$ cat config.mk
export PLATFORM = sky130hd
export DESIGN_NAME = open_address_hash_table
export DESIGN_NICKNAME = d
export VERILOG_FILES = /design/src/rtl/core/oaht_pkg.sv /design/src/rtl/core/oaht_hash.sv /design/src/rtl/core/oaht_store.sv /design/src/rtl/core/open_address_hash_table.sv
export VERILOG_INCLUDE_DIRS = /design/src /design/src/rtl/core
export SDC_FILE = /design/constraint.sdc
export NUM_CORES = 1
export LEC_CHECK = 0
export BUFFER_PORTS_ARGS = -buffer_cell sky130_fd_sc_hd__buf_2
export CORE_ASPECT_RATIO = 1.25
export CORE_MARGIN = 2
export CORE_UTILIZATION = 45
export CTS_CLUSTER_SIZE = 30
export DETAILED_ROUTE_END_ITERATION = 12
export PLACE_DENSITY = 0.57
export REMOVE_ABC_BUFFERS = 1
export SYNTH_ARGS = -nofsm -noshare
export SYNTH_HDL_FRONTEND = slang
export SYNTH_HIERARCHICAL = 1
export SYNTH_SLANG_ARGS = --single-unit
$ cat constraint.sdc
create_clock -name clk -period 10.2 [get_ports clk]
set_input_delay 1.53 -clock clk [delete_from_list [all_inputs] [get_ports clk]]
set_output_delay 1.53 -clock clk [all_outputs]
set_load 0.01 [all_outputs]
$ cat src/rtl/core/open_address_hash_table_assert.svh
// Assertion macros for the open-address hash table.
// Expect clk and rst_n in the scope of use; no other dependencies.
`ifndef OPEN_ADDRESS_HASH_TABLE_ASSERT_SVH
`define OPEN_ADDRESS_HASH_TABLE_ASSERT_SVH

// same-cycle implication
`define OAHT_ASSERT_IMP(lbl, ante, cons) \
    lbl: assert property (@(posedge clk) disable iff (!rst_n) (ante) |-> (cons)) \
        else $error("open_address_hash_table: implication check failed");

// next-cycle implication
`define OAHT_ASSERT_NXT(lbl, ante, cons) \
    lbl: assert property (@(posedge clk) disable iff (!rst_n) (ante) |=> (cons)) \
        else $error("open_address_hash_table: next-cycle check failed");

`endif

$ cat src/rtl/core/oaht_pkg.sv
// Shared types and constants of the open-address hash table.
// No dependencies.
package oaht_pkg;

    localparam int TABLE_DEPTH = 64;
    localparam int KEY_WIDTH   = 16;
    localparam int ADDR_W      = $clog2(TABLE_DEPTH);
    localparam int SIZE_W      = ADDR_W + 1;
    localparam int CNT_W       = $clog2(KEY_WIDTH);
    localparam int SLOT_W      = 6;
    localparam int COLL_W      = 7;
    localparam int CFG_W       = 7;
    localparam int CFG_IDX_W   = 1;

    localparam logic [1:0] ACT_INSERT = 2'd0;
    localparam logic [1:0] ACT_SEARCH = 2'd1;
    localparam logic [1:0] ACT_CLEAR  = 2'd2;

    localparam logic [CFG_IDX_W-1:0] CFG_TABLE_SIZE = 1'b0;
    localparam logic [CFG_IDX_W-1:0] CFG_PROBE_MODE = 1'b1;

    localparam logic [SIZE_W-1:0] SIZE_RESET = SIZE_W'(15);

    typedef struct packed {
        logic [1:0]           action;
        logic [KEY_WIDTH-1:0] key;
    } req_t;

    typedef struct packed {
        logic              found;
        logic [SLOT_W-1:0] slot;
        logic              stored;
        logic [COLL_W-1:0] collisions;
    } rsp_t;

    typedef struct packed {
        logic [ADDR_W-1:0]    rd_addr;
        logic                 wr_en;
        logic [ADDR_W-1:0]    wr_addr;
        logic [KEY_WIDTH-1:0] wr_data;
        logic                 clr;
    } store_req_t;

endpackage

$ cat src/rtl/core/oaht_hash.sv
// Home-slot unit: key modulo table size, one quotient bit per cycle.
// Depends on oaht_pkg.
module oaht_hash (
    input  logic                           clk,
    input  logic                           rst_n,
    input  logic                           start,
    input  logic [oaht_pkg::KEY_WIDTH-1:0] key,
    input  logic [oaht_pkg::SIZE_W-1:0]    size,
    output logic                           done,
    output logic [oaht_pkg::ADDR_W-1:0]    rem
);
    import oaht_pkg::*;

    logic                 busy_reg, busy_next;
    logic                 done_reg, done_next;
    logic [CNT_W-1:0]     cnt_reg, cnt_next;
    logic [KEY_WIDTH-1:0] key_reg, key_next;
    logic [SIZE_W-1:0]    size_reg, size_next;
    logic [ADDR_W-1:0]    rem_reg, rem_next;
    logic [SIZE_W-1:0]    trial;

    // remainder stays below size, so it fits in ADDR_W bits before the shift
    assign trial = {rem_reg, key_reg[KEY_WIDTH-1]};

    always_comb
    begin
        busy_next = busy_reg;
        done_next = 1'b0;
        cnt_next  = cnt_reg;
        key_next  = key_reg;
        size_next = size_reg;
        rem_next  = rem_reg;
        if (start)
        begin
            busy_next = 1'b1;
            cnt_next  = '0;
            key_next  = key;
            size_next = size;
            rem_next  = '0;
        end
        else if (busy_reg)
        begin
            key_next = {key_reg[KEY_WIDTH-2:0], 1'b0};
            rem_next = (trial >= size_reg) ? ADDR_W'(trial - size_reg) : trial[ADDR_W-1:0];
            cnt_next = cnt_reg + CNT_W'(1);
            if (cnt_reg == CNT_W'(KEY_WIDTH - 1))
            begin
                busy_next = 1'b0;
                done_next = 1'b1;
            end
        end
    end

    always_ff @(posedge clk or negedge rst_n)
    begin
        if (!rst_n)
        begin
            busy_reg <= 1'b0;
            done_reg <= 1'b0;
            cnt_reg  <= '0;
        end
        else
        begin
            busy_reg <= busy_next;
            done_reg <= done_next;
            cnt_reg  <= cnt_next;
        end
    end

    always_ff @(posedge clk)
    begin
        key_reg  <= key_next;
        size_reg <= size_next;
        rem_reg  <= rem_next;
    end

    assign done = done_reg;
    assign rem  = rem_reg;

endmodule

$ cat src/rtl/core/oaht_store.sv
// Slot store: synchronous key memory plus per-slot valid bits.
// Depends on oaht_pkg. Invalid slots read as empty (zero).
module oaht_store (
    input  logic                           clk,
    input  logic                           rst_n,
    input  oaht_pkg::store_req_t           req,
    output logic [oaht_pkg::KEY_WIDTH-1:0] rd_data
);
    import oaht_pkg::*;

    logic [KEY_WIDTH-1:0]   mem [TABLE_DEPTH];
    logic [TABLE_DEPTH-1:0] valid_reg;
    logic [KEY_WIDTH-1:0]   q_reg;
    logic                   q_vld_reg;

    always_ff @(posedge clk)
    begin
        if (req.wr_en)
        begin
            mem[req.wr_addr] <= req.wr_data;
        end
        q_reg <= mem[req.rd_addr];
    end

    // valid bits: a clear drops them all at once
    always_ff @(posedge clk or negedge rst_n)
    begin
        if (!rst_n)
        begin
            valid_reg <= '0;
            q_vld_reg <= 1'b0;
        end
        else
        begin
            q_vld_reg <= valid_reg[req.rd_addr];
            if (req.clr)
            begin
                valid_reg <= '0;
            end
            else if (req.wr_en)
            begin
                valid_reg[req.wr_addr] <= 1'b1;
            end
        end
    end

    assign rd_data = q_vld_reg ? q_reg : '0;

endmodule

$ cat src/rtl/core/open_address_hash_table.sv
// Top level of the open-address hash table: sequencer, probe stepping, result register.
// Depends on oaht_pkg, oaht_hash, oaht_store, open_address_hash_table_assert.svh.
//
//  channel | handshake             | payload
//  --------+-----------------------+----------------------------------
//  request | req_valid / req_ready | req_data  (action, key)
//  result  | rsp_valid / rsp_ready | rsp_data  (found, slot, stored, collisions)
//  config  | cfg_we                | cfg_index, cfg_data
//
// Insert/search: the bit-serial remainder unit first finds the home slot, then one
// probe per cycle goes through the slot memory, whose read data is registered.
// Clear and the unused action go straight to the finish state; clear drops all valid bits at once.
// After reset every slot reads empty; no clearing pass is needed.
// A request is taken whenever the sequencer is idle, even while a result waits;
// a finished result waits in the sequencer until the result register is free.
module open_address_hash_table (
    input  logic                           clk,
    input  logic                           rst_n,
    input  logic                           req_valid,
    output logic                           req_ready,
    input  oaht_pkg::req_t                 req_data,
    output logic                           rsp_valid,
    input  logic                           rsp_ready,
    output oaht_pkg::rsp_t                 rsp_data,
    input  logic                           cfg_we,
    input  logic [oaht_pkg::CFG_IDX_W-1:0] cfg_index,
    input  logic [oaht_pkg::CFG_W-1:0]     cfg_data
);
    import oaht_pkg::*;

`include "open_address_hash_table_assert.svh"

    localparam logic [1:0] ST_IDLE   = 2'd0;
    localparam logic [1:0] ST_HASH   = 2'd1;
    localparam logic [1:0] ST_PROBE  = 2'd2;
    localparam logic [1:0] ST_FINISH = 2'd3;

    // a + b modulo m, both operands already below m
    function automatic logic [SIZE_W-1:0] mod_add(input logic [SIZE_W-1:0] a,
                                                  input logic [SIZE_W-1:0] b,
                                                  input logic [SIZE_W-1:0] m);
        logic [SIZE_W:0] s;
        logic [SIZE_W:0] d;
        s = {1'b0, a} + {1'b0, b};
        d = s - {1'b0, m};
        return (s >= {1'b0, m}) ? d[SIZE_W-1:0] : s[SIZE_W-1:0];
    endfunction

    // configuration registers
    logic [SIZE_W-1:0] cfg_size_reg;
    logic              cfg_mode_reg;
    logic [SIZE_W-1:0] size_use;

    // sequencer and probe state
    logic [1:0]           state_reg, state_next;
    logic                 chk_valid_reg, chk_valid_next;
    logic [KEY_WIDTH-1:0] key_reg, key_next;
    logic                 search_reg, search_next;
    logic                 mode_reg, mode_next;
    logic [SIZE_W-1:0]    size_reg, size_next;
    logic [SIZE_W-1:0]    pos_reg, pos_next;     // slot being issued
    logic [SIZE_W-1:0]    d_reg, d_next;         // probe number being issued
    logic [SIZE_W-1:0]    sq_reg, sq_next;       // d*d mod size
    logic [SIZE_W-1:0]    term_reg, term_next;   // (2d+1) mod size
    logic [ADDR_W-1:0]    chk_pos_reg, chk_pos_next;
    logic [SIZE_W-1:0]    chk_d_reg, chk_d_next;
    rsp_t                 res_reg, res_next;
    logic                 rsp_valid_reg, rsp_valid_next;
    rsp_t                 rsp_data_reg, rsp_data_next;

    logic                 req_fire;
    logic                 hash_start;
    logic                 hash_done;
    logic [ADDR_W-1:0]    hash_rem;
    store_req_t           st_req;
    logic [KEY_WIDTH-1:0] st_rd_data;
    logic                 hit;
    logic                 last;
    logic [SIZE_W-1:0]    step;
    logic [SIZE_W-1:0]    three_mod;
    logic                 rsp_free;

    always_ff @(posedge clk or negedge rst_n)
    begin
        if (!rst_n)
        begin
            cfg_size_reg <= SIZE_RESET;
            cfg_mode_reg <= 1'b0;
        end
        else if (cfg_we)
        begin
            case (cfg_index)
                CFG_TABLE_SIZE: cfg_size_reg <= cfg_data[SIZE_W-1:0];
                CFG_PROBE_MODE: cfg_mode_reg <= cfg_data[0];
                default:        ;
            endcase
        end
    end

    // size 0 behaves as 1, anything above the depth as the full depth
    always_comb
    begin
        if (cfg_size_reg == '0)
        begin
            size_use = SIZE_W'(1);
        end
        else if (cfg_size_reg > SIZE_W'(TABLE_DEPTH))
        begin
            size_use = SIZE_W'(TABLE_DEPTH);
        end
        else
        begin
            size_use = cfg_size_reg;
        end
    end

    assign req_ready  = (state_reg == ST_IDLE);
    assign req_fire   = req_valid && req_ready;
    assign hash_start = req_fire &&
                        (req_data.action == ACT_INSERT || req_data.action == ACT_SEARCH);

    oaht_hash u_hash (
        .clk   (clk),
        .rst_n (rst_n),
        .start (hash_start),
        .key   (req_data.key),
        .size  (size_use),
        .done  (hash_done),
        .rem   (hash_rem)
    );

    oaht_store u_store (
        .clk     (clk),
        .rst_n   (rst_n),
        .req     (st_req),
        .rd_data (st_rd_data)
    );

    // check stage: data for chk_pos_reg is on st_rd_data this cycle
    assign hit  = search_reg ? (st_rd_data == key_reg) : (st_rd_data == '0);
    assign last = (chk_d_reg >= size_reg);
    assign step = mode_reg ? sq_reg : SIZE_W'(1);
    // 3 mod size, only used for sizes of two and up
    assign three_mod = (SIZE_W'(3) >= size_use) ? SIZE_W'(3) - size_use : SIZE_W'(3);
    assign rsp_free  = !rsp_valid_reg || rsp_ready;

    always_comb
    begin
        state_next     = state_reg;
        chk_valid_next = 1'b0;
        key_next       = key_reg;
        search_next    = search_reg;
        mode_next      = mode_reg;
        size_next      = size_reg;
        pos_next       = pos_reg;
        d_next         = d_reg;
        sq_next        = sq_reg;
        term_next      = term_reg;
        chk_pos_next   = pos_reg[ADDR_W-1:0];
        chk_d_next     = d_reg;
        res_next       = res_reg;
        rsp_valid_next = rsp_valid_reg && !rsp_ready;
        rsp_data_next  = rsp_data_reg;

        st_req.rd_addr = pos_reg[ADDR_W-1:0];
        st_req.wr_en   = 1'b0;
        st_req.wr_addr = chk_pos_reg;
        st_req.wr_data = key_reg;
        st_req.clr     = 1'b0;

        case (state_reg)
            ST_IDLE:
            begin
                if (req_fire)
                begin
                    key_next    = req_data.key;
                    search_next = (req_data.action == ACT_SEARCH);
                    mode_next   = cfg_mode_reg;
                    size_next   = size_use;
                    res_next    = '0;
                    sq_next     = (size_use == SIZE_W'(1)) ? '0 : SIZE_W'(1);
                    term_next   = three_mod;
                    if (hash_start)
                    begin
                        state_next = ST_HASH;
                    end
                    else
                    begin
                        // clear, or the unused code: all-zero result
                        st_req.clr = (req_data.action == ACT_CLEAR);
                        state_next = ST_FINISH;
                    end
                end
            end
            ST_HASH:
            begin
                if (hash_done)
                begin
                    pos_next   = {1'b0, hash_rem};
                    d_next     = SIZE_W'(1);
                    state_next = ST_PROBE;
                end
            end
            ST_PROBE:
            begin
                // issue the next slot every cycle; reads past the end are dropped
                chk_valid_next = 1'b1;
                pos_next       = mod_add(pos_reg, step, size_reg);
                sq_next        = mod_add(sq_reg, term_reg, size_reg);
                term_next      = mod_add(term_reg, SIZE_W'(2), size_reg);
                d_next         = d_reg + SIZE_W'(1);
                if (chk_valid_reg && (hit || last))
                begin
                    chk_valid_next = 1'b0;
                    state_next     = ST_FINISH;
                    res_next.found  = search_reg && hit;
                    res_next.stored = !search_reg && hit;
                    res_next.slot   = hit ? SLOT_W'(chk_pos_reg) : '0;
                    if (search_reg)
                    begin
                        res_next.collisions = '0;
                    end
                    else
                    begin
                        res_next.collisions = hit ? COLL_W'(chk_d_reg - SIZE_W'(1))
                                                  : COLL_W'(chk_d_reg);
                    end
                    st_req.wr_en = !search_reg && hit;
                end
            end
            ST_FINISH:
            begin
                if (rsp_free)
                begin
                    rsp_valid_next = 1'b1;
                    rsp_data_next  = res_reg;
                    state_next     = ST_IDLE;
                end
            end
            default:
            begin
                state_next = ST_IDLE;
            end
        endcase
    end

    always_ff @(posedge clk or negedge rst_n)
    begin
        if (!rst_n)
        begin
            state_reg     <= ST_IDLE;
            chk_valid_reg <= 1'b0;
            rsp_valid_reg <= 1'b0;
        end
        else
        begin
            state_reg     <= state_next;
            chk_valid_reg <= chk_valid_next;
            rsp_valid_reg <= rsp_valid_next;
        end
    end

    always_ff @(posedge clk)
    begin
        key_reg      <= key_next;
        search_reg   <= search_next;
        mode_reg     <= mode_next;
        size_reg     <= size_next;
        pos_reg      <= pos_next;
        d_reg        <= d_next;
        sq_reg       <= sq_next;
        term_reg     <= term_next;
        chk_pos_reg  <= chk_pos_next;
        chk_d_reg    <= chk_d_next;
        res_reg      <= res_next;
        rsp_data_reg <= rsp_data_next;
    end

    assign rsp_valid = rsp_valid_reg;
    assign rsp_data  = rsp_data_reg;

    // checked probes stay inside the table and within the probe limit
    `OAHT_ASSERT_IMP(a_chk_in_range, state_reg == ST_PROBE && chk_valid_reg,
        (SIZE_W'(chk_pos_reg) < size_reg) && (chk_d_reg <= size_reg))
    `OAHT_ASSERT_NXT(a_hash_to_probe, state_reg == ST_HASH && hash_done,
        state_reg == ST_PROBE)
    `OAHT_ASSERT_IMP(a_rsp_from_finish, $rose(rsp_valid_reg), $past(state_reg) == ST_FINISH)
    `OAHT_ASSERT_IMP(a_found_xor_stored, rsp_valid_reg,
        !(rsp_data_reg.found && rsp_data_reg.stored))

endmodule
==> impl_metrics.json, run 1 <==
{
  "post_cts_resized": 0,
  "syn_area_mm2": 0.05048,
  "die_x_um": 303.6,
  "area_growth_pct": 12.49,
  "netSwitchingFraction_pct": 33.42,
  "final_core_util_pct": 50.97,
  "cts_root_buf": "clkbuf_16",
  "holdWs_ps": 399.1,
  "dp_hpwl_um": 77310,
  "powerDensity_mw_per_mm2": 294.9,
  "critPathBufInv": 2,
  "slowest_stage": "buf_4",
  "postRouteWirelength_um": 127100,
  "synth_seq_area_share_pct": 72.73,
  "fmax_mhz": 215.4,
  "largest_reg_flops": 1024,
  "crit_start": "pos_reg[1]",
  "min_path_type": "reg2reg",
  "crit_fanout": 107,
  "ctsHtreeMaxLevel": 3,
  "die-height_um": 378.5,
  "place_area_mm2": 0.05271,
  "path_common_cell": "ha_1",
  "ant_nets": 0,
  "cts.clk_slew.worst_paths_ps": 60,
  "fin_tns_setup_ps": 0,
  "period_minus_slack_ps": 4642,
  "layout-drive-gt1-share_pct": 23.59,
  "grt_overflow": 0,
  "layout_commonest_cell": "edfxtp_1",
  "grt_pass1_vias": 26940,
  "grt_use_total_pct": 22.38,
  "slew_violations": 0,
  "stdcell_area_mm2": 0.05679,
  "cellLeakagePower_nw": 18.97,
  "io_pins": 48,
  "routedWlPerCell_um": 28.73,
  "gp_congestion": 0.8817,
  "regToRegEndpoint": "pos_reg[0]",
  "worstPathArrival_ps": 5120,
  "grt_max_degree": 159,
  "final_nets": 2954,
  "drc": 0,
  "finalWorstSetupSlack_ps": 5558,
  "cts_setup_buffers": 0,
  "cts_num_sinks": 1248,
  "core_region_area_mm2": 0.1114,
  "internal_power_mw": 11.15,
  "seqCellArea_mm2": 0.03672,
  "vias": 26140,
  "start_util_pct": 45.31,
  "p_seq_share_pct": 38.9,
  "status": "finished, final reports clean",
  "dpl_worst_slack_ps": 5343,
  "fp-row-count": 137,
  "ir_worst_vdd_mv": 0.2132,
  "synth_edf_count": 1130,
  "clockPowerShare_pct": 27.0,
  "multiInputGateArea_mm2": 0.01286,
  "crit_type": "reg2reg",
  "synth_seq_cells": 1248,
  "port_buffers": 47,
  "power.net_switching_mw": 5.597,
  "maxSlewHeadroom_pct": 7.422,
  "cpLargestDelayFamily": "compound AO/OA/AOI/OAI gates",
  "yosys_warnings": 6,
  "max-cap-violations": 0,
  "cts_buffers": 119,
  "tightest_slew_ps": 1386,
  "cts.path.max_buffers": 3,
  "synth_area_per_cell_um2": 18.64,
  "fillers": 8994,
  "rrSetupSlack_ps": 5560,
  "grt_pass1_wl_um": 184500,
  "drtPass1Iterations": 5,
  "cts_tree": "done",
  "required_ps": 10680,
  "ys.flop_type": "edfxtp_1",
  "async_flop_share_pct": 6.651,
  "setup_viol": 0,
  "dieArea_mm2": 0.1149,
  "rsz0062_at_grt": "no",
  "rr_startpoint": "pos_reg[1]",
  "slowest_delay_ps": 620,
  "crit_path_end": "pos_reg[0]",
  "yosysUniqueCellTypes": 76,
  "drt_iter0_markers": 2268,
  "crit_chain": "buf_4 > buf_12 > ha_1 > a211oi_1 > o21bai_1 > a21oi_1 > xnor2_1 > ha_1 > a21o_1 > o31ai_1 > o211ai_2 > mux2i_1 > mux2_2",
  "clkLatencyLatePin_ps": 730,
  "crit_cells": 13,
  "mostFrequentLayoutCells": "1130 x edfxtp_1, 269 x mux4_2, 246 x nor2_1, 122 x clkbuf_16, 113 x buf_4",
  "hold_viol_final": 0,
  "reg2reg_depth": 13,
  "fin_crit_sh_pct": 45.51,
  "fin_skew_ps": 19.13,
  "viasPerCell": 5.911,
  "syn_inst": 2708,
  "antenna_found_initial": 6,
  "worst_setup_path_end_kind": "flop",
  "ctsHoldBuffers": 0,
  "pwr-share-comb_pct": 34.1,
  "cp-start-kind": "flop"
}
==> stage by stage <==
step,cells,power [mW]
2_1_floorplan,2575,11.06
3_3_place_gp,4196,12.25
3_5_place_dp,4196,12.34
4_1_cts,4422,16.87
5_1_grt,4422,17.51
6_report,4423,16.75
==> layer usage <==
layer  track usage [%]  wire, um
met5                 0         0
met4             8.093      4450
met3             3.224      7292
met2             37.31     63880
met1             30.00     51470
==> power by group through the flow <==
stage / clock, mW / combinational (mW) / sequential (mW)
2_1_floorplan: 0 / 4.02 / 7.04
3_3_place_gp: 0 / 5.67 / 6.59
3_5_place_dp: 0 / 5.74 / 6.60
4_1_cts: 4.61 / 5.76 / 6.50
5_1_grt: 4.80 / 6.16 / 6.54
6_report: 4.53 / 5.71 / 6.51
==> final cells by class <==
| cell class | instances | share of cell area (%) |
|---|---|---|
| multi-input cells | 1282 | 22.65 |
| clock buffers | 153 | 5.845 |
| diodes | 1 | 0.004407 |
| inverters | 45 | 0.2974 |
| flip-flops and latches | 1248 | 64.65 |
| repair buffers | 162 | 2.005 |
| clock inverters | 73 | 1.326 |
| well taps | 1459 | 3.215 |
==> synth_stat cells, types with 10 or more instances <==
| library cell | count | area (um2) |
|---|---|---|
| buf_1 | 10 | 37.54 |
| and3_1 | 12 | 75.07 |
| a22o_1 | 14 | 122.6 |
| a22oi_1 | 53 | 397.9 |
| nor4_1 | 13 | 81.33 |
| inv_1 | 45 | 168.9 |
| nor3_1 | 29 | 145.1 |
| o21ai_0 | 23 | 115.1 |
| dfrtp_1 | 79 | 1977 |
| a21o_1 | 16 | 120.1 |
| edfxtp_1 | 1130 | 33930 |
| xnor2_1 | 26 | 227.7 |
| mux2i_1 | 41 | 410.4 |
| xor2_1 | 24 | 210.2 |
| nand2b_1 | 13 | 81.33 |
| mux2_2 | 41 | 461.7 |
| nand2_1 | 63 | 236.5 |
| a221oi_1 | 18 | 157.7 |
| o22ai_1 | 18 | 112.6 |
| a21oi_1 | 53 | 265.3 |
| ha_1 | 59 | 738.2 |
| nor3b_1 | 10 | 75.07 |
| clkbuf_1 | 63 | 236.5 |
| nor2_1 | 247 | 927.1 |
| o311ai_1 | 11 | 96.34 |
| buf_4 | 14 | 105.1 |
| a211oi_1 | 17 | 127.6 |
| nand4_1 | 10 | 62.56 |
| nor2b_1 | 36 | 225.2 |
| nand3_1 | 22 | 110.1 |
| or3_1 | 17 | 106.4 |
| dfxtp_1 | 35 | 700.7 |
| mux4_2 | 269 | 6058 |
| buf_6 | 25 | 281.5 |
| and2_1 | 31 | 193.9 |
| buf_2 | 19 | 95.09 |
==> worst min path at each step <==
stage	startpoint	end	slack [ps]	cells past startpoint
2_1_floorplan	chk_d_next[1]	chk_d_reg[1]	370	0
3_3_place_gp	chk_d_next[1]	chk_d_reg[1]	390	0
3_5_place_dp	chk_d_next[6]	chk_d_reg[6]	390	0
4_1_cts	chk_d_next[6]	chk_d_reg[6]	410	0
5_1_grt	chk_d_next[6]	chk_d_reg[6]	430	0
6_report	chk_d_next[6]	chk_d_reg[6]	400	0
==> logic make-up (layout without fill, tap and decap cells) <==
family / count (synthesis) / after routing / share of synthesized area (%)
other: 0 / 1 / 0
AND/OR/NAND/NOR: 522 / 522 / 4.880
adder cells (fa/ha/maj): 65 / 65 / 1.700
buffers and inverters: 178 / 433 / 1.891
flip-flops: 1248 / 1248 / 72.73
XOR/XNOR: 50 / 50 / 0.8675
multiplexers: 351 / 351 / 13.73
AO/OA/AOI/OAI: 294 / 294 / 4.206
No activity file was read; power rests on OpenSTA's default activity.
==> run 2, diff against run 1 <==
Clock period 10.2 ns to 4.7 ns, I/O delays scaled along.
==> impl_metrics.json, run 2 (synthesis gave the netlist of run 1 again) <==
{
  "status": "finished, final reports clean",
  "vias": 25800,
  "cellLeakagePower_nw": 18.94,
  "tightest_slew_ps": 1067,
  "grt_pass1_vias": 26800,
  "maxSlewHeadroom_pct": 28.86,
  "internal_power_mw": 24.04,
  "power_mw": 36.06,
  "crit_fanout": 7,
  "power.net_switching_mw": 12.02,
  "viasPerCell": 5.840,
  "crit_type": "reg2reg",
  "drc": 0,
  "port_buffers": 47,
  "final_core_util_pct": 50.85,
  "cts.clk_slew.worst_paths_ps": 60,
  "dp_cells": 4195,
  "dp_hpwl_um": 75130,
  "drt_iter0_markers": 2350,
  "post_cts_resized": 0,
  "grt_overflow": 0,
  "place_area_mm2": 0.05276,
  "gp_congestion": 0.8501,
  "rr_startpoint": "sq_reg[0]",
  "cp-start-kind": "flop",
  "layout-drive-gt1-share_pct": 23.10,
  "ctsHoldBuffers": 0,
  "stdcell_area_mm2": 0.05666,
  "clockPowerShare_pct": 26.4,
  "pwr-share-comb_pct": 34.3,
  "clkLatencyLatePin_ps": 730,
  "ctsHtreeMaxLevel": 3,
  "cts.path.max_buffers": 3,
  "cts_setup_buffers": 0,
  "mostFrequentLayoutCells": "1130 x edfxtp_1, 269 x mux4_2, 245 x nor2_1, 122 x clkbuf_16, 108 x buf_4",
  "worstPathArrival_ps": 4390,
  "area_growth_pct": 12.23,
  "die-height_um": 378.5,
  "finalNonFillerCells": 4418,
  "cts_num_sinks": 1248,
  "p_seq_share_pct": 39.3,
  "cts_root_buf": "clkbuf_16",
  "powerDensity_mw_per_mm2": 636.4,
  "slew_violations": 0,
  "grt_pass1_wl_um": 181600,
  "final_nets": 2951,
  "layout_commonest_cell": "edfxtp_1",
  "rsz0062_at_grt": "no",
  "largest_reg_flops": 1024,
  "start_util_pct": 45.31,
  "fin_tns_setup_ps": 0,
  "fp-row-count": 137,
  "hold_viol_final": 0,
  "ant_nets": 0,
  "fin_skew_ps": 32.16,
  "fin_crit_sh_pct": 83.26,
  "worst_setup_path_end_kind": "flop",
  "required_ps": 5170,
  "antenna_found_initial": 5,
  "drtPass1Iterations": 6,
  "grt_use_total_pct": 21.91,
  "min_path_type": "in2async",
  "die_x_um": 303.6,
  "max-cap-violations": 0,
  "dieArea_mm2": 0.1149,
  "setup_viol": 0,
  "period_minus_slack_ps": 3913,
  "grt_max_degree": 111,
  "routedWlPerCell_um": 28.03,
  "postRouteWirelength_um": 123800,
  "cts_tree": "done",
  "io_pins": 48,
  "fmax_mhz": 255.5,
  "crit_start": "sq_reg[0]",
  "ir_worst_vdd_mv": 0.4723,
  "netSwitchingFraction_pct": 33.34,
  "cts_buffers": 117,
  "core_region_area_mm2": 0.1114
}
-- run 2: per-stage QoR --
stage,hold slack (ps),setup WS (ps)
6_report,160.0,786.7
5_1_grt,141.4,508.2
4_1_cts,104.6,753.1
3_5_place_dp,392.6,767.5
3_3_place_gp,385.8,752.7
2_1_floorplan,366.3,-6486
-- run 2: power groups by stage --
stage	clock network [mW]	registers, mW	logic, mW
after detailed placement	0	14.4	12.4
final	9.52	14.2	12.4
after global routing	10.1	14.3	13.4
after CTS	9.73	14.2	12.5
after floorplan	0	15.1	8.01
after global placement	0	14.4	12.3
-- run 2: final cells by class --
cell class / instances / area [um2]
Antenna cell: 2 / 5.005
Clock buffer: 155 / 3247
Clock inverter: 66 / 650.6
Fill cell: 8984 / 54760
Inverter: 45 / 168.9
Multi-Input combinational cell: 1282 / 12870
Sequential cell: 1248 / 36720
Tap cell: 1459 / 1826
Timing Repair Buffer: 161 / 1181
-- run 2: worst max-delay path, stage by stage (launching register included) --
cell and delay [ps]:
edfxtp_1 400, nand2b_1 170, ha_1 230, fa_1 430, a21o_1 190, a21oi_1 260
xnor2_1 190, ha_1 320, a21o_1 180, a21o_1 180, o31ai_1 340, o211ai_2 320
mux2i_1 190, mux2_2 280
-- run 2: per-layer routing --
metal | GRT usage (%) | share of wire, %
met5 | 0 | 0.016
met3 | 3.058 | 5.2
met4 | 7.695 | 3.2
met2 | 38.66 | 53
met1 | 27.56 | 39
-- run 2: final timing paths --
check,depth (start not counted),endpoint,slack [ps]
worst max-delay path,13,pos_reg[0],790
worst min-delay path,1,u_store/valid_reg[60],160
worst max register to register,13,pos_reg[0],790
worst min register to register,0,chk_d_reg[6],400
max in group asynchronous,2,cfg_size_reg[1],3540
min in group clk,1,key_reg[3],160
